[src/hdl/rational_arithmetic_unit_core_macros.svh]
// Assertion macros used by the RTL controller.
`ifndef RATIONAL_ARITHMETIC_UNIT_CORE_MACROS_SVH
`define RATIONAL_ARITHMETIC_UNIT_CORE_MACROS_SVH

`ifndef SYNTHESIS
// same-cycle implication
`define RAU_ASSERT_IMP(lbl, clk, rst_n, ante, cons) \
    lbl: assert property (@(posedge clk) disable iff (!rst_n) (ante) |-> (cons)) \
        else $error("rau check failed");
// next-cycle implication
`define RAU_ASSERT_NXT(lbl, clk, rst_n, ante, cons) \
    lbl: assert property (@(posedge clk) disable iff (!rst_n) (ante) |=> (cons)) \
        else $error("rau check failed");
`else
`define RAU_ASSERT_IMP(lbl, clk, rst_n, ante, cons)
`define RAU_ASSERT_NXT(lbl, clk, rst_n, ante, cons)
`endif

`endif

[src/hdl/rau_pkg.sv]
package rau_pkg;

    // datapath word and its split over the cell row
    localparam int DW      = 64;
    localparam int CELL_W  = 8;
    localparam int N_CELLS = DW / CELL_W;

    // operation codes
    localparam logic [2:0] F_ADD = 3'd0;
    localparam logic [2:0] F_SUB = 3'd1;
    localparam logic [2:0] F_MUL = 3'd2;
    localparam logic [2:0] F_DIV = 3'd3;
    localparam logic [2:0] F_GT  = 3'd4;
    localparam logic [2:0] F_EQ  = 3'd5;
    localparam logic [2:0] F_NEG = 3'd6;

    // status codes
    localparam logic [1:0] ST_OK   = 2'd0;
    localparam logic [1:0] ST_ZDEN = 2'd1;
    localparam logic [1:0] ST_OVF  = 2'd2;

    typedef enum logic [3:0] {
        C_HOLD,
        C_LOAD,
        C_LOAD_XZ,
        C_SHR_X,
        C_SHR_Y,
        C_SHR_XY,
        C_SUB_X,
        C_SUB_Y,
        C_DIV
    } t_cell_op;

    // handed from a cell to the next higher cell
    typedef struct packed {
        logic x_msb;
        logic z_msb;
        logic bxy;
        logic byx;
    } t_up;

    // handed from a cell to the next lower cell
    typedef struct packed {
        logic x_lsb;
        logic y_lsb;
        logic dxy_lsb;
        logic dyx_lsb;
    } t_dn;

    typedef struct packed {
        t_cell_op        op;
        logic [DW-1:0]   ld_x;
        logic [DW-1:0]   ld_y;
        logic [DW-1:0]   ld_z;
    } t_chain_cmd;

    typedef struct packed {
        logic [DW-1:0]   x;
        logic [DW-1:0]   y;
        logic [DW-1:0]   z;
        logic            ge;
    } t_chain_sts;

endpackage

[src/hdl/rau_cell.sv]
module rau_cell (
    input  logic                        i_clk,
    input  rau_pkg::t_cell_op           i_op,
    input  logic                        i_div,
    input  logic                        i_take,
    input  rau_pkg::t_up                i_up,
    output rau_pkg::t_up                o_up,
    input  rau_pkg::t_dn                i_dn,
    output rau_pkg::t_dn                o_dn,
    input  logic [rau_pkg::CELL_W-1:0]  i_ld_x,
    input  logic [rau_pkg::CELL_W-1:0]  i_ld_y,
    input  logic [rau_pkg::CELL_W-1:0]  i_ld_z,
    output logic [rau_pkg::CELL_W-1:0]  o_x,
    output logic [rau_pkg::CELL_W-1:0]  o_y,
    output logic [rau_pkg::CELL_W-1:0]  o_z
);
    import rau_pkg::*;

    logic [CELL_W-1:0] r_x, r_y, r_z;
    logic [CELL_W-1:0] n_x, n_y, n_z;
    logic [CELL_W-1:0] w_t, w_a, w_dxy, w_dyx;
    logic              w_bxy, w_byx;

    // remainder shifted left with the bit from below (divide step)
    assign w_t = {r_x[CELL_W-2:0], i_up.x_msb};
    assign w_a = i_div ? w_t : r_x;

    // slice subtractors, borrows ripple up the row
    assign {w_bxy, w_dxy} = {1'b0, w_a} - {1'b0, r_y} - {{CELL_W{1'b0}}, i_up.bxy};
    assign {w_byx, w_dyx} = {1'b0, r_y} - {1'b0, r_x} - {{CELL_W{1'b0}}, i_up.byx};

    assign o_up = '{x_msb: r_x[CELL_W-1], z_msb: r_z[CELL_W-1], bxy: w_bxy, byx: w_byx};
    assign o_dn = '{x_lsb: r_x[0], y_lsb: r_y[0], dxy_lsb: w_dxy[0], dyx_lsb: w_dyx[0]};

    // next slice values
    always_comb begin
        n_x = r_x;
        n_y = r_y;
        n_z = r_z;
        case (i_op)
            C_LOAD: begin
                n_x = i_ld_x;
                n_y = i_ld_y;
                n_z = i_ld_z;
            end
            C_LOAD_XZ: begin
                n_x = i_ld_x;
                n_z = i_ld_z;
            end
            C_SHR_X:  n_x = {i_dn.x_lsb, r_x[CELL_W-1:1]};
            C_SHR_Y:  n_y = {i_dn.y_lsb, r_y[CELL_W-1:1]};
            C_SHR_XY: begin
                n_x = {i_dn.x_lsb, r_x[CELL_W-1:1]};
                n_y = {i_dn.y_lsb, r_y[CELL_W-1:1]};
            end
            C_SUB_X:  n_x = {i_dn.dxy_lsb, w_dxy[CELL_W-1:1]};
            C_SUB_Y:  n_y = {i_dn.dyx_lsb, w_dyx[CELL_W-1:1]};
            C_DIV: begin
                n_x = i_take ? w_dxy : w_t;
                n_z = {r_z[CELL_W-2:0], i_up.z_msb};
            end
            default: ;
        endcase
    end

    always_ff @(posedge i_clk) begin
        r_x <= n_x;
        r_y <= n_y;
        r_z <= n_z;
    end

    assign o_x = r_x;
    assign o_y = r_y;
    assign o_z = r_z;

endmodule

[config.mk]
export PLATFORM = sky130hd
export DESIGN_NAME = rau_cell
export DESIGN_NICKNAME = d
export VERILOG_FILES = /design/src/hdl/rational_arithmetic_unit_core_macros.svh /design/src/hdl/rau_pkg.sv /design/src/hdl/rau_cell.sv
export SDC_FILE = /design/constraint.sdc
export NUM_CORES = 1
export LEC_CHECK = 0
export BUFFER_PORTS_ARGS = -buffer_cell sky130_fd_sc_hd__clkbuf_2
export CAP_MARGIN = 40
export CORE_UTILIZATION = 50
export DETAILED_ROUTE_END_ITERATION = 7
export PLACE_DENSITY = 0.8
export SLEW_MARGIN = 15
export SYNTH_ARGS = -nofsm -noshare
export SYNTH_HDL_FRONTEND = slang
export SYNTH_SLANG_ARGS = --single-unit
[constraint.sdc]
create_clock -name i_clk -period 5.9 [get_ports i_clk]
set_input_delay 1.18 -clock i_clk [delete_from_list [all_inputs] [get_ports i_clk]]
set_output_delay 1.18 -clock i_clk [all_outputs]
set_load 0.1 [all_outputs]
=== Yosys cells after proc, flatten, opt, wreduce, memory -nomap -nowiden ===
Cells that the tools add are included.

* Register bits after elaboration: 24
* Input port bits: 39
* Word-level logic and storage cells: 26

* Add/subtract/negate cells: 4
* Eq/ne operators: 8
* Mux-type cells: 5
* Reduce and logical (&&, ||, !) cells: 6

{| class="wikitable"
|+ Operators by type and width
! operator !! count
|-
| $pmux W8 S4 || 1
|-
| $pmux W8 S3 || 1
|-
| $sub A8 B8 Y9 || 2
|-
| $sub A9 B1 Y9 || 2
|-
| $eq A4 B3 Y1 const B || 4
|-
| $mux W8 || 2
|-
| $pmux W8 S2 || 1
|-
| $eq A4 B2 Y1 const B || 2
|-
| $reduce_or A2 Y1 || 3
|-
| $eq A4 B1 Y1 const B || 1
|-
| $eq A4 B4 Y1 const B || 1
|-
| $reduce_bool A4 Y1 || 1
|-
| $reduce_bool A3 Y1 || 1
|-
| $reduce_bool A2 Y1 || 1
|}

=== Logic depth before layout (Yosys ltp) ===
* Depth in word-level cells: 5
* Mapped depth: 12
* Depth with buffers taken out: 12

=== Least setup slack after synthesis ===
OpenSTA, ideal clock, no wires.

* Path type: input -> output
* Start: input i_up[0] in the netlist's numbering
* End: output o_up[0] in the netlist's numbering
* Data arrival time: 4.475 ns
* Data required time: 4.720 ns
* Path slack: 0.245 ns
* Cell stages on the path: 12
* Path buffers: 0
* Path through: inv_1 > fa_1 > inv_1 > ha_1 > nor2_1 > fa_1 > nand2_1 > a21oi_1 > o21ai_0 > a21o_1 > a21oi_1 > xor2_1

{| class="wikitable"
|+ RTL lines
! item !! line !! text
|-
| start, declared || rau_cell.sv:6 || <nowiki>input rau_pkg::t_up i_up,</nowiki>
|-
| end, declared || rau_cell.sv:7 || <nowiki>output rau_pkg::t_up o_up,</nowiki>
|}

==> summary.md <==
| Metric | Value |
|---|---|
| TritonCTS Buffers | `3` |
| Cell type with the largest total area after synthesis | `edfxtp_1` |
| Final core occ | `60.2%` |
| DR WL/cell | `13.7 um` |
| Total Wirelength | `5740 um` |
| Antenna-violating nets left | `0` |
| Register area share after synthesis | `29.1%` |
| Synth area leaders | `edfxtp_1 (29%), ha_1 (13%), inv_1 (6.2%)` |
| Clk buf depth | `2` |
| Leak Pwr | `1.40 nW` |
| Hold Path Class | `flip-flop to flip-flop` |
| Worst vdd ir | `0.170 mV` |
| Crit path DAT | `3940 ps` |
| Synth unique cells | `50` |
| Setup TNS | `0 ps` |
| Chip height | `72.4 um` |
| Worst Setup End Kind | `primary output` |
| Vias/cell | `5.47` |
| RSZ-0062 raised after global routing | `false` |
| Syn-to-layout area delta | `15.7%` |
| Yosys synthesis warning count | `0` |
| Hold_buf cts | `0` |
| CTS tree | `built` |
| Gp weighted congestion | `0.837` |
| Pin count of the biggest net entering global routing | `28` |
| GRT Overall Usage | `22.9%` |
| Number of max-cap violations | `0` |
| Critical path class | `input pin to primary output` |
| Final setup vio count | `0` |
| DRC | `0` |
| CORE AREA | `4750 um^2` |
| Vias in the first global route | `2,073` |
| Worst-margin pin slew | `766 ps` |
| Cells after synthesis | `292` |
| Cts repair resizes | `0` |
| First-pass GRT wire length | `9670 um` |
| Root Buffer | `clkbuf_8` |
| Clock Pin Slew Worst Setup and Hold Paths | `90 ps` |
| Die Wd | `72.4 um` |
| Async SR Flop Fraction | `0%` |
| Post-Syn Area | `2470 um^2` |
| Initial DRC Count | `167` |
| Required time of the critical path | `4720 ps` |
| Share of cells above drive strength 1 | `23.9%` |
| Diode count | `0` |
| Crit path max fanout | `8` |
| Max Fclk | `195 MHz` |
| Insertion delay to the later sink of the worst-skew pair | `270 ps` |
| Via count | `2,291` |
| Grt ovf | `0` |
| EDFF count, synth | `24` |
| Status | `complete, no violations` |
| FF+latch count, synth | `24` |
| PortBufs | `70` |
| Detail Placement HPWL | `4470 um` |
| Num Clock Sinks | `24` |
| Starting Density | `52.1%` |
| Skew final | `3.49 ps` |
| H-tree depth | `1` |
| IO Count | `71` |
| Critical Path Start Type | `input pin` |
| Tcrit/Tclk final | `86.8%` |
| Post-layout nets | `422` |
| Row count | `25` |
| Die area | `5240 um^2` |
| Relative slew slack | `48.9%` |
| Post-synth top area share | `29.1%` |
| Post-CTS setup repair buffer count | `0` |
| Final critical-path required period | `5120 ps` |
| Pre-Repair DR Iteration Count | `5` |
| Initial antenna violation count | `0` |
| Predominant post-synthesis flop cell | `edfxtp_1` |
| Avg Inst Size Synth | `8.48 um^2` |
| Final hold violations | `0` |
| Fin. max-slew vios | `0` |
| Pwr dens | `264 nW/um^2` |
| Syn nets | `361` |
worst max-delay path, stage by stage:
cell and delay [ps]:
clkbuf_2 250, mux2i_1 250, fa_1 180, inv_1 60, fa_1 420, nand2b_1 160, a21oi_1 250, a211oi_1 160
a21o_1 200, a21oi_1 160, xor2_1 190, clkbuf_2 480
cell usage after synthesis, types with 3 or more instances:
cell and n:
a21oi_1 22, a221oi_1 4, a222oi_1 4, and3_1 3
buf_2 4, buf_4 5, clkbuf_1 3, edfxtp_1 24
fa_1 4, ha_1 26, inv_1 41, mux2i_1 8
nand2_1 38, nand3_1 7, nor2_1 17, o21ai_0 19
o22ai_1 7, xnor2_1 3, xor2_1 12
layer usage:
metal | global-route usage, % | routed length [um] | part of all wire (%)
met1 | 32.2 | 2570 | 45
met2 | 37.9 | 2730 | 48
met3 | 3.61 | 420 | 7.3
met4 | 3.49 | 8 | 0.14
met5 | 0 | 0 | 0
through the flow:
stage / instance area, um^2 / instances / setup WS, ps / power [mW] / hold WS [ps]
final: 2860 / 419 / 776 / 0.757 / 543
after global routing: 2860 / 419 / 580 / 0.804 / 567
after CTS: 2860 / 419 / 785 / 0.758 / 547
after detailed placement: 2820 / 415 / 810 / 0.654 / 525
after global placement: 2810 / 414 / 855 / 0.648 / 517
after floorplan: 2470 / 292 / 245 / 0.580 / 1130
final timing paths:
path / endpoint / start / slack, ps / depth (start not counted)
worst min-delay path: o_z[2]$_DFFE_PP_ / o_z[1]$_DFFE_PP_ / 540 / 2
worst max-delay path: o_up[1] / i_div / 780 / 12
worst max register to register: o_y[5]$_DFFE_PP_ / o_x[0]$_DFFE_PP_ / 3060 / 12
worst min register to register: o_z[2]$_DFFE_PP_ / o_z[1]$_DFFE_PP_ / 540 / 2
where the power goes:
part | switching (mW) | internal (mW)
clock | 0.0555 | 0.0467
combinational | 0.314 | 0.118
sequential | 0.0164 | 0.205
total | 0.386 | 0.371
final cells by class:
type / instances / area (um^2)
clock buffers: 3 / 41.3
clock inverters: 1 / 3.75
fillers: 455 / 1890
inverters: 41 / 154
multi-input cells: 212 / 1510
flip-flops and latches: 24 / 721
well taps: 67 / 83.8
repair buffers: 71 / 355
cell families after synthesis:
family	Yosys count	synth area share, %
muxes	10	4.15
and+or+nand+nor	83	16.0
adders and majority gates	30	16.4
AOI/OAI and AO/OA	74	19.0
buffers and inverters	56	10.1
xor gates and xnor gates	15	5.31
DFF	24	29.1
layout by cell type, fill, tap and decap left out, drive strengths merged, types with 3 or more instances in the layout:
master	n
nand2	38
xor2	12
xnor2	3
clkbuf	73
fa	4
inv	41
and3	3
edfxtp	24
o22ai	8
mux2i	8
a222oi	4
a21oi	22
nand3	7
a221oi	4
nor3	4
nor2	19
o21ai	20
ha	26
registers in the layout, summed over array words and instances, names as in the netlist:
signal	flops
o_y	8
o_z	8
o_x	8
Power figures use the tool's default switching activity.
