--- config.mk ---
export PLATFORM = sky130hd
export DESIGN_NAME = rau_ctrl
export DESIGN_NICKNAME = d
export VERILOG_FILES = /design/src/hdl/rau_pkg.sv /design/src/hdl/rau_ctrl.sv
export VERILOG_INCLUDE_DIRS = /design/src /design/src/hdl
export SDC_FILE = /design/constraint.sdc
export NUM_CORES = 2
export LEC_CHECK = 0
export BUFFER_PORTS_ARGS = -buffer_cell sky130_fd_sc_hd__buf_4
export CAP_MARGIN = 20
export CORE_MARGIN = 1
export CORE_UTILIZATION = 42
export CTS_CLUSTER_DIAMETER = 60
export DETAILED_ROUTE_END_ITERATION = 6
export SETUP_SLACK_MARGIN = 0.05
export SYNTH_ARGS = -nofsm -noshare
export SYNTH_HDL_FRONTEND = slang
export SYNTH_SLANG_ARGS = --single-unit
--- constraint.sdc ---
create_clock -name i_clk -period 11.8 [get_ports i_clk]
set_clock_uncertainty 0.05 [all_clocks]
set_input_delay 1.77 -clock i_clk [delete_from_list [all_inputs] [get_ports i_clk]]
set_output_delay 1.77 -clock i_clk [all_outputs]
set_load 0.1 [all_outputs]
--- src/hdl/rational_arithmetic_unit_core_macros.svh ---
// Assertion macros used by the RTL controller.
`ifndef RATIONAL_ARITHMETIC_UNIT_CORE_MACROS_SVH
`define RATIONAL_ARITHMETIC_UNIT_CORE_MACROS_SVH

`ifndef SYNTHESIS
// same-cycle implication
`define RAU_ASSERT_IMP(lbl, clk, rst_n, ante, cons) \
    lbl: assert property (@(posedge clk) disable iff (!rst_n) (ante) |-> (cons)) \
        else $error("rau check failed");
// next-cycle implication
`define RAU_ASSERT_NXT(lbl, clk, rst_n, ante, cons) \
    lbl: assert property (@(posedge clk) disable iff (!rst_n) (ante) |=> (cons)) \
        else $error("rau check failed");
`else
`define RAU_ASSERT_IMP(lbl, clk, rst_n, ante, cons)
`define RAU_ASSERT_NXT(lbl, clk, rst_n, ante, cons)
`endif

`endif

--- src/hdl/rau_pkg.sv ---
package rau_pkg;

    // datapath word and its split over the cell row
    localparam int DW      = 64;
    localparam int CELL_W  = 8;
    localparam int N_CELLS = DW / CELL_W;

    // operation codes
    localparam logic [2:0] F_ADD = 3'd0;
    localparam logic [2:0] F_SUB = 3'd1;
    localparam logic [2:0] F_MUL = 3'd2;
    localparam logic [2:0] F_DIV = 3'd3;
    localparam logic [2:0] F_GT  = 3'd4;
    localparam logic [2:0] F_EQ  = 3'd5;
    localparam logic [2:0] F_NEG = 3'd6;

    // status codes
    localparam logic [1:0] ST_OK   = 2'd0;
    localparam logic [1:0] ST_ZDEN = 2'd1;
    localparam logic [1:0] ST_OVF  = 2'd2;

    typedef enum logic [3:0] {
        C_HOLD,
        C_LOAD,
        C_LOAD_XZ,
        C_SHR_X,
        C_SHR_Y,
        C_SHR_XY,
        C_SUB_X,
        C_SUB_Y,
        C_DIV
    } t_cell_op;

    // handed from a cell to the next higher cell
    typedef struct packed {
        logic x_msb;
        logic z_msb;
        logic bxy;
        logic byx;
    } t_up;

    // handed from a cell to the next lower cell
    typedef struct packed {
        logic x_lsb;
        logic y_lsb;
        logic dxy_lsb;
        logic dyx_lsb;
    } t_dn;

    typedef struct packed {
        t_cell_op        op;
        logic [DW-1:0]   ld_x;
        logic [DW-1:0]   ld_y;
        logic [DW-1:0]   ld_z;
    } t_chain_cmd;

    typedef struct packed {
        logic [DW-1:0]   x;
        logic [DW-1:0]   y;
        logic [DW-1:0]   z;
        logic            ge;
    } t_chain_sts;

endpackage

--- src/hdl/rau_ctrl.sv ---
`include "rational_arithmetic_unit_core_macros.svh"

module rau_ctrl #(
    parameter int WORD_BITS = 32
) (
    input  logic                 i_clk,
    input  logic                 i_rst_n,
    input  logic                 i_valid,
    output logic                 o_stall,
    input  logic [2:0]           i_func,
    input  logic signed [31:0]   i_a_num,
    input  logic [30:0]          i_a_den,
    input  logic signed [31:0]   i_b_num,
    input  logic [30:0]          i_b_den,
    output logic                 o_valid,
    input  logic                 i_stall,
    output logic signed [31:0]   o_res_num,
    output logic [30:0]          o_res_den,
    output logic                 o_flag,
    output logic [1:0]           o_status,
    output rau_pkg::t_chain_cmd  o_cmd,
    output logic                 o_div,
    input  rau_pkg::t_chain_sts  i_sts
);
    import rau_pkg::*;

    localparam logic [DW-1:0] MAXPOS = (DW'(1) << (WORD_BITS - 1)) - DW'(1);

    typedef enum logic [3:0] {
        S_IDLE, S_MUL, S_SUM, S_CHK, S_TWOS, S_GCD,
        S_DIVN, S_LDD, S_DIVD, S_FIN, S_DONE
    } t_state;

    t_state                r_state;
    logic [5:0]            r_cnt;
    logic [2:0]            r_func;
    logic signed [31:0]    r_an, r_bn;
    logic [30:0]           r_ad, r_bd;
    logic signed [63:0]    r_l, r_r, r_nn, r_dd, r_db;
    logic signed [63:0]    r_n, r_d;
    logic                  r_neg;
    logic [DW-1:0]         r_nm, r_dm, r_qn;
    logic signed [31:0]    r_rn;
    logic [30:0]           r_rd;
    logic                  r_rf;
    logic [1:0]            r_rs;
    logic                  r_ov;

    logic signed [31:0]    w_ma, w_mb;
    logic signed [63:0]    w_prod, w_n, w_d;
    logic [DW-1:0]         w_nm, w_dm, w_qd;
    logic                  w_flag, w_out_free;
    logic [32:0]           w_cl_z, w_cl_f;

    // clamp sign and magnitude to the signed word range: {saturated, value}
    function automatic logic [32:0] f_clamp(input logic neg, input logic [DW-1:0] mag);
        logic [DW-1:0] m;
        logic          s;
        m = mag;
        s = 1'b0;
        if (neg) begin
            if (mag > MAXPOS + DW'(1)) begin
                m = MAXPOS + DW'(1);
                s = 1'b1;
            end
            m = DW'(0) - m;
        end else if (mag > MAXPOS) begin
            m = MAXPOS;
            s = 1'b1;
        end
        return {s, m[31:0]};
    endfunction

    // shared multiplier, one product per cycle
    always_comb begin
        case (r_cnt[2:0])
            3'd0: begin w_ma = r_an;           w_mb = $signed({1'b0, r_bd}); end
            3'd1: begin w_ma = r_bn;           w_mb = $signed({1'b0, r_ad}); end
            3'd2: begin w_ma = r_an;           w_mb = r_bn;                   end
            3'd3: begin w_ma = $signed({1'b0, r_ad}); w_mb = $signed({1'b0, r_bd}); end
            default: begin w_ma = $signed({1'b0, r_ad}); w_mb = r_bn; end
        endcase
    end
    assign w_prod = w_ma * w_mb;

    // unreduced numerator and denominator
    always_comb begin
        case (r_func)
            F_ADD:   begin w_n = r_l + r_r; w_d = r_dd; end
            F_SUB:   begin w_n = r_l - r_r; w_d = r_dd; end
            F_MUL:   begin w_n = r_nn;      w_d = r_dd; end
            F_DIV:   begin w_n = r_l;       w_d = r_db; end
            F_NEG:   begin
                w_n = -$signed({{32{r_an[31]}}, r_an});
                w_d = $signed({33'd0, r_ad});
            end
            default: begin w_n = 64'sd0;    w_d = 64'sd1; end
        endcase
    end

    assign w_flag = (r_func == F_GT) ? (r_l > r_r) : (r_l == r_r);
    assign w_nm   = r_n[63] ? DW'(64'd0 - r_n) : DW'(r_n);
    assign w_dm   = r_d[63] ? DW'(64'd0 - r_d) : DW'(r_d);
    assign w_cl_z = f_clamp(r_n[63], w_nm);
    assign w_cl_f = f_clamp(r_neg, r_qn);
    assign w_qd   = i_sts.z;
    assign w_out_free = !r_ov || !i_stall;

    // divide mode of the row, decoded from state alone
    assign o_div = (r_state == S_DIVN) || (r_state == S_DIVD);

    // commands to the cell row
    always_comb begin
        o_cmd.op   = C_HOLD;
        o_cmd.ld_x = w_nm;
        o_cmd.ld_y = w_dm;
        o_cmd.ld_z = '0;
        unique case (r_state)
            S_CHK: begin
                if (w_dm != '0 && w_nm != '0) o_cmd.op = C_LOAD;
            end
            S_TWOS: begin
                if (!i_sts.x[0] && !i_sts.y[0]) o_cmd.op = C_SHR_XY;
            end
            S_GCD: begin
                if (i_sts.x == '0) begin
                    o_cmd.op   = C_LOAD_XZ;
                    o_cmd.ld_x = '0;
                    o_cmd.ld_z = r_nm;
                end else if (!i_sts.x[0]) begin
                    o_cmd.op = C_SHR_X;
                end else if (!i_sts.y[0]) begin
                    o_cmd.op = C_SHR_Y;
                end else if (i_sts.ge) begin
                    o_cmd.op = C_SUB_X;
                end else begin
                    o_cmd.op = C_SUB_Y;
                end
            end
            S_DIVN, S_DIVD: o_cmd.op = C_DIV;
            S_LDD: begin
                o_cmd.op   = C_LOAD_XZ;
                o_cmd.ld_x = '0;
                o_cmd.ld_z = r_dm;
            end
            default: ;
        endcase
    end

    // sequencer and output register
    always_ff @(posedge i_clk) begin
        if (!i_rst_n) begin
            r_state <= S_IDLE;
            r_ov    <= 1'b0;
            r_cnt   <= '0;
        end else begin
            if (r_state == S_DONE && w_out_free) r_ov <= 1'b1;
            else if (!i_stall)                   r_ov <= 1'b0;
            unique case (r_state)
                S_IDLE: begin
                    if (i_valid) begin
                        r_func  <= i_func;
                        r_an    <= i_a_num;
                        r_ad    <= i_a_den;
                        r_bn    <= i_b_num;
                        r_bd    <= i_b_den;
                        r_cnt   <= '0;
                        r_state <= S_MUL;
                    end
                end
                S_MUL: begin
                    case (r_cnt[2:0])
                        3'd0:    r_l  <= w_prod;
                        3'd1:    r_r  <= w_prod;
                        3'd2:    r_nn <= w_prod;
                        3'd3:    r_dd <= w_prod;
                        default: r_db <= w_prod;
                    endcase
                    if (r_cnt == 6'd4) begin
                        r_cnt   <= '0;
                        r_state <= S_SUM;
                    end else begin
                        r_cnt <= r_cnt + 6'd1;
                    end
                end
                S_SUM: begin
                    if (r_func == F_GT || r_func == F_EQ) begin
                        r_rn    <= {31'd0, w_flag};
                        r_rd    <= 31'd1;
                        r_rf    <= w_flag;
                        r_rs    <= ST_OK;
                        r_state <= S_DONE;
                    end else if (r_func == F_ADD || r_func == F_SUB || r_func == F_MUL
                                 || r_func == F_DIV || r_func == F_NEG) begin
                        r_n     <= w_n;
                        r_d     <= w_d;
                        r_state <= S_CHK;
                    end else begin
                        r_rn    <= '0;
                        r_rd    <= 31'd1;
                        r_rf    <= 1'b0;
                        r_rs    <= ST_OK;
                        r_state <= S_DONE;
                    end
                end
                S_CHK: begin
                    r_rf <= 1'b0;
                    r_rd <= 31'd1;
                    if (w_dm == '0) begin
                        r_rn    <= w_cl_z[31:0];
                        r_rs    <= ST_ZDEN;
                        r_state <= S_DONE;
                    end else if (w_nm == '0) begin
                        r_rn    <= '0;
                        r_rs    <= ST_OK;
                        r_state <= S_DONE;
                    end else begin
                        r_neg   <= r_n[63] ^ r_d[63];
                        r_state <= S_TWOS;
                    end
                end
                S_TWOS: begin
                    if (i_sts.x[0] || i_sts.y[0]) begin
                        r_nm    <= i_sts.x;
                        r_dm    <= i_sts.y;
                        r_state <= S_GCD;
                    end
                end
                S_GCD: begin
                    if (i_sts.x == '0) begin
                        r_cnt   <= '0;
                        r_state <= S_DIVN;
                    end
                end
                S_DIVN: begin
                    r_cnt <= r_cnt + 6'd1;
                    if (r_cnt == 6'd63) r_state <= S_LDD;
                end
                S_LDD: begin
                    r_qn    <= i_sts.z;
                    r_state <= S_DIVD;
                end
                S_DIVD: begin
                    r_cnt <= r_cnt + 6'd1;
                    if (r_cnt == 6'd63) r_state <= S_FIN;
                end
                S_FIN: begin
                    r_rn <= w_cl_f[31:0];
                    if (w_qd > MAXPOS) begin
                        r_rd <= MAXPOS[30:0];
                        r_rs <= ST_OVF;
                    end else begin
                        r_rd <= w_qd[30:0];
                        r_rs <= w_cl_f[32] ? ST_OVF : ST_OK;
                    end
                    r_state <= S_DONE;
                end
                S_DONE: begin
                    if (w_out_free) begin
                        o_res_num <= r_rn;
                        o_res_den <= r_rd;
                        o_flag    <= r_rf;
                        o_status  <= r_rs;
                        r_state   <= S_IDLE;
                    end
                end
                default: r_state <= S_IDLE;
            endcase
        end
    end

    assign o_stall = (r_state != S_IDLE);
    assign o_valid = r_ov;

    // gcd loop never sees a zero right word
    `RAU_ASSERT_IMP(a_gcd_y_nz, i_clk, i_rst_n, r_state == S_GCD, i_sts.y != '0)
    // both divisions by the gcd are exact
    `RAU_ASSERT_IMP(a_num_exact, i_clk, i_rst_n, r_state == S_LDD, i_sts.x == '0)
    `RAU_ASSERT_IMP(a_den_exact, i_clk, i_rst_n, r_state == S_FIN, i_sts.x == '0)
    // a finished beat is presented right after leaving the done state
    `RAU_ASSERT_NXT(a_done_out, i_clk, i_rst_n, r_state == S_DONE && w_out_free, r_ov)

endmodule

# Yosys cells after proc, flatten, opt, wreduce, memory -nomap -nowiden
# Index checks and enable logic that the tools add are counted.
# W data, S select, Z words.
[classes]
shifts = 0
multipliers = 1
n_lt_le_gt_ge = 6
bitwise = 5
addsub = 8
reduce_logical = 48
n_eq_ne = 32
mux = 66
div_mod_pow = 0
[ops]
columns = ["cell", "n"]
rows = [
  ["$mux W32", 12],
  ["$pmux W64 S5", 1],
  ["$mux W64", 4],
  ["$pmux W64 S2", 2],
  ["$gt A64 B31 Y1 const B", 3],
  ["$logic_not A64 Y1", 3],
  ["$pmux W64 S3", 1],
  ["$gt A64 B32 Y1 const B", 2],
  ["$pmux W32 S2", 2],
  ["$reduce_bool A64 Y1", 2],
  ["$sub A1 B64 Y64 const A", 2],
  ["$pmux W32 S3", 1],
  ["$mux W31", 3],
  ["$pmux W31 S3", 1],
  ["$add A64 B64 Y64", 1],
  ["$eq A64 B64 Y1", 1],
  ["$gt A64 B64 Y1", 1],
  ["$mul A32 B32 Y64", 1],
  ["$neg A32 Y64", 1],
  ["$sub A1 B32 Y32 const A", 2],
  ["$sub A64 B64 Y64", 1],
  ["$mux W4", 14],
  ["$pmux W4 S11", 1],
  ["$reduce_and A3 Y1", 11],
  ["other kinds (37)", 93],
]
[word_totals]
ramBits = 0
reg_bits = 913
memories = 0
latch_bits = 0
wordCells = 193
output_inout_bits = 265
mem_bits_ro = 0

# Logic depth before layout (Yosys ltp)
[logic_depth]
word_depth = 9
mapped_depth = 39
mapped_depth_nobuf = 35

# Worst setup path after synthesis
# OpenSTA, ideal clock, no wires.
[synth_timing]
path_kind = "reg2reg"
from = "reg r_cnt[0]"
to = "reg r_db[62], data pin"
stages_incl_launch_ff = 36
n_path_buf = 3
arrival_time_ps = 9656
setup_time_ps = 277
required_ps = 11473
path_slack_ps = 1817
synth_period_minus_slack_ps = 9983
cell_sequence = "dfxtp_1 > inv_1 > ha_1 > nor2_1 > nor2_1 > clkbuf_1 > clkbuf_1 > and2_1 > a221oi_1 > clkbuf_1 > nor2_1 > fa_1 > fa_1 > inv_1 > fa_1 > inv_1 > fa_1 > fa_1 > fa_1 > fa_1 > inv_1 > fa_1 > inv_1 > ha_1 > and2_1 > a2111o_1 > a211oi_1 > a21bo_2 > a32o_1 > a2111o_1 > a21oi_1 > nor3_1 > o311a_1 > o21a_1 > a31oi_1 > xnor2_1"
[synth_between]
elab_chain_cells = 4
elab_cells_between_ends = 9
classes_between = "1 x mul; 3 x eq/ne; 2 x mux; 3 x reduce/logical"
[synth_lines]
columns = ["item", "line_no", "rtl"]
rows = [
  ["from (decl)", "rau_ctrl.sv:35", "logic [5:0] r_cnt;"],
  ["from (signal assigned)", "rau_ctrl.sv:183", "r_cnt <= r_cnt + 6'd1;"],
  ["from (signal assigned)", "rau_ctrl.sv:236", "r_cnt <= r_cnt + 6'd1;"],
  ["from (signal assigned)", "rau_ctrl.sv:244", "r_cnt <= r_cnt + 6'd1;"],
  ["$eq A3 B2 Y1 / $logic_not A3 Y1 (equally long branches)", "rau_ctrl.sv:76", "case (r_cnt[2:0])"],
  ["$reduce_or A2 Y1 (no source line)", "--", ""],
  ["$pmux W32 S2", "rau_ctrl.sv:76", ""],
  ["$mul A32 B32 Y64 (*)", "rau_ctrl.sv:84", "assign w_prod = w_ma * w_mb;"],
  ["net w_prod[62]", "rau_ctrl.sv:50", "logic signed [63:0] w_prod, w_n, w_d;"],
  ["to (signal assigned)", "rau_ctrl.sv:177", "default: r_db <= w_prod;"],
  ["to (decl)", "rau_ctrl.sv:39", "logic signed [63:0] r_l, r_r, r_nn, r_dd, r_db;"],
]
# Mark *: on every way through the listed nets, which the timed path passes. The rest lies on a longest branch.
# A chain may end at the register's enable or synchronous reset.

# Worst setup path in the final report
[layout_timing]
from = "reg r_cnt[0]"
to = "reg r_l[59], data pin"
[layout_between]
elab_chain_cells = 4
elab_cells_between_ends = 9
classes_between = "1 x mul; 3 x eq/ne; 2 x mux; 3 x reduce/logical"
[layout_lines]
columns = ["item", "line_no", "rtl"]
rows = [
  ["$eq A3 B2 Y1 / $logic_not A3 Y1 (equally long branches)", "rau_ctrl.sv:76", ""],
  ["$reduce_or A2 Y1 (no source line)", "--", ""],
  ["$pmux W32 S2", "rau_ctrl.sv:76", ""],
  ["$mul A32 B32 Y64 (*)", "rau_ctrl.sv:84", ""],
  ["net w_prod[59]", "rau_ctrl.sv:50", ""],
  ["to (signal assigned)", "rau_ctrl.sv:173", "3'd0: r_l <= w_prod;"],
  ["to (decl)", "rau_ctrl.sv:39", ""],
]
# Marked as above.

==> metrics <==
kind of critical path=reg -> reg; Yosys warnings=0; hold-fix buffers at CTS=0; I/O Buffers=590; Worst R2R Path Depth=32; top post-synthesis cells by area=edfxtp_1 32%, fa_1 26%, inv_1 5.6%, ha_1 4.8%, nor2_1 4.2%; first-pass GRT wire length=456,000 µm; vias in the first global route=~68,000; Post-Syn Instances=8,264; CP Capture Type=flop; vias=66,135; CORE AREA=198,000 µm²; Worst Path Required=12.18 ns; CP max FO=96; status=finished with violations; DR iter-0 viols=roughly 6,500; Fin Hold WS=0.364 ns; DP HPWL=251,000 µm; antenna-violating nets left=0; Hold Vio Cnt, Final=0; Reg-to-Reg Start=r_cnt[0]; critical path's slowest cell=a221oi_2; Synth top cells by count=1,259 x inv_1, 1,084 x fa_1, 945 x nor2_1, 902 x edfxtp_1, 748 x nand2_1; DRC errors left=1; CP delay by family, top=adder cells; Final Max Slew Viols=0; clock sinks=913; CP Depth=32; area grow syn2layout=14.2%; H-tree depth=3; Starting Density=about 42%; final WL=312,000 µm; final setup fails=0; largest net degree at the start of global routing=97; Final Wtd Congestion=0.990; largest buffer count on any clock path=3; Max-Cap Viols=0; IO Pins=~590; CTS Root Cell=clkbuf_16; Fin Setup TNS=0 ns; initial antenna violation count=3; num rows=163; clock latency on the worst-skew pair=0.74 ns; hold crit path type=reg -> reg; asr flop ratio synth=0%; Post-synth EDFFs=902; FF+latch count, synth=913; Hold Startpoint=r_rn[24]; Yosys cell types=109; Worst-path clk slew=around 0.070 ns; Layout Nets=10,489; failing checks=DRC; vias per cell=5.76; Final period util=96.0%; Yosys top cell area share=32.3%; data arrival time of the critical path=11.71 ns; dpl cell area=92,200 µm²; f_max=88.3 MHz; total die area=202,000 µm²; Synth Net Count=approximately 10,000; layout cells sized above 1=around an eighth; Total Routing Usage GR=30.6%; Chip Width=449 µm; Die Span Y=roughly 450 µm; CTS tree=built; Yosys top cell by area=edfxtp_1; commonest register cell after synthesis=edfxtp_1; worst hold path cell count=0; actual slew at the worst max-slew pin=~1.2 ns; register area share after synthesis=32.6%; DR pass1 iterations=7; max_slew headroom=21.6%; CTS buffer count=99; Mapped Area=83,900 µm²; Worst setup SP type=flop; grt ovf=0; wire length per cell=27.1 µm; most common cell in the netlist=inv_1; slowest stage delay, CP=0.76 ns; final non-filler cell area=roughly 96,000 µm²; Buf/Inv on CP=8; worst setup path startpoint=r_cnt[0]; syn avg cell area=10.2 µm²; Post-CTS Setup Inserts=0; CP most frequent cell=fa_1; unrepaired setup endpoints after global routing=no; Period minus WS final=~11 ns
[kinds of logic (layout without fill, tap and decap cells)]
| kind of cell | count (synthesis) | in the layout | synth area share [%] |
|---|---|---|---|
| other cells | 0 | 4 | 0 |
| mux | 40 | 40 | 0.498 |
| compound gates | 1456 | 1456 | 12.1 |
| fa+ha+maj | 1408 | 1408 | 30.7 |
| simple gates | 2449 | 2449 | 13.3 |
| xor+xnor | 306 | 306 | 3.20 |
| buf+inv | 1692 | 2264 | 7.65 |
| flops | 913 | 913 | 32.6 |
[cells in the final DEF (no fill, tap or decap), types with 22 or more instances in the layout]
cell / n
a211oi_1: 34
a21o_1: 62
a21oi_1: 292
a221o_1: 53
a221oi_1: 41
a221oi_2: 39
a22o_1: 169
a31oi_1: 35
and2_1: 75
and3_1: 25
buf_4: 801
clkbuf_16: 99
clkinv_1: 23
edfxtp_1: 902
fa_1: 1084
ha_1: 324
inv_1: 1259
mux2i_1: 35
nand2_1: 748
nand2b_1: 45
nand3_1: 90
nand4_1: 59
nor2_1: 932
nor2b_1: 37
nor3_1: 120
nor4_1: 96
o211ai_1: 43
o21a_1: 36
o21ai_0: 274
o21ai_1: 37
o21bai_1: 45
o22ai_1: 22
o31ai_1: 44
o41ai_1: 24
or2_2: 32
or3_1: 51
or4_1: 30
xnor2_1: 198
xor2_1: 108
[sequential cells by signal (all words and copies together) (netlist names), 64 cells and up]
| name | flops |
|---|---|
| r_d | 64 |
| r_dm | 64 |
| r_nm | 64 |
| r_nn | 64 |
| r_r | 64 |
| r_db | 64 |
| r_dd | 64 |
| r_l | 64 |
| r_qn | 64 |
| r_n | 64 |
[path summary, 6_finish.rpt]
kind / endpoint / slack [ns]
max reg2reg: r_l[59] / 0.47
max: r_l[59] / 0.47
min reg2reg: o_res_num[24] / 0.36
min: o_res_num[24] / 0.36
[cell type report]
class                           instances  area (µm²)
Fill cell                           18350      102000
Multi-Input combinational cell       5659       50700
Sequential cell                       913       27300
Timing Repair Buffer                  816        6270
Inverter                             1266        4750
Tap cell                             2640        3300
Clock buffer                          116        2540
Clock inverter                         66         952
Antenna cell                            4        10.0
[what timing repair did]
item,in CTS,in global routing
endpoints found under the setup margin,0,50
gates resized for setup,0,5
hold endpoints to repair,0,0
[per-layer routing]
metal | part of all wire [%] | vias to the layer above | global-route usage [%]
li1 | - | 28774 | -
met1 | 39 | 33640 | 37.9
met2 | 48 | 3065 | 51.3
met3 | 7.3 | 652 | 5.12
met4 | 6.1 | 4 | 15.7
met5 | 0.0051 | - | 0
[through the flow]
step	instances	utilization (%)	setup slack, ns
floorplan	8264	-	1.82
global placement	11289	46.6	0.278
detailed placement	11292	46.6	0.0988
CTS	11474	48.4	0.0788
global route	11476	48.4	0.102
finish	11480	48.4	0.474
Power is left out: the tool's default activity adds up to more than one toggle a clock period on the data nets, which glitch-free logic cannot reach.
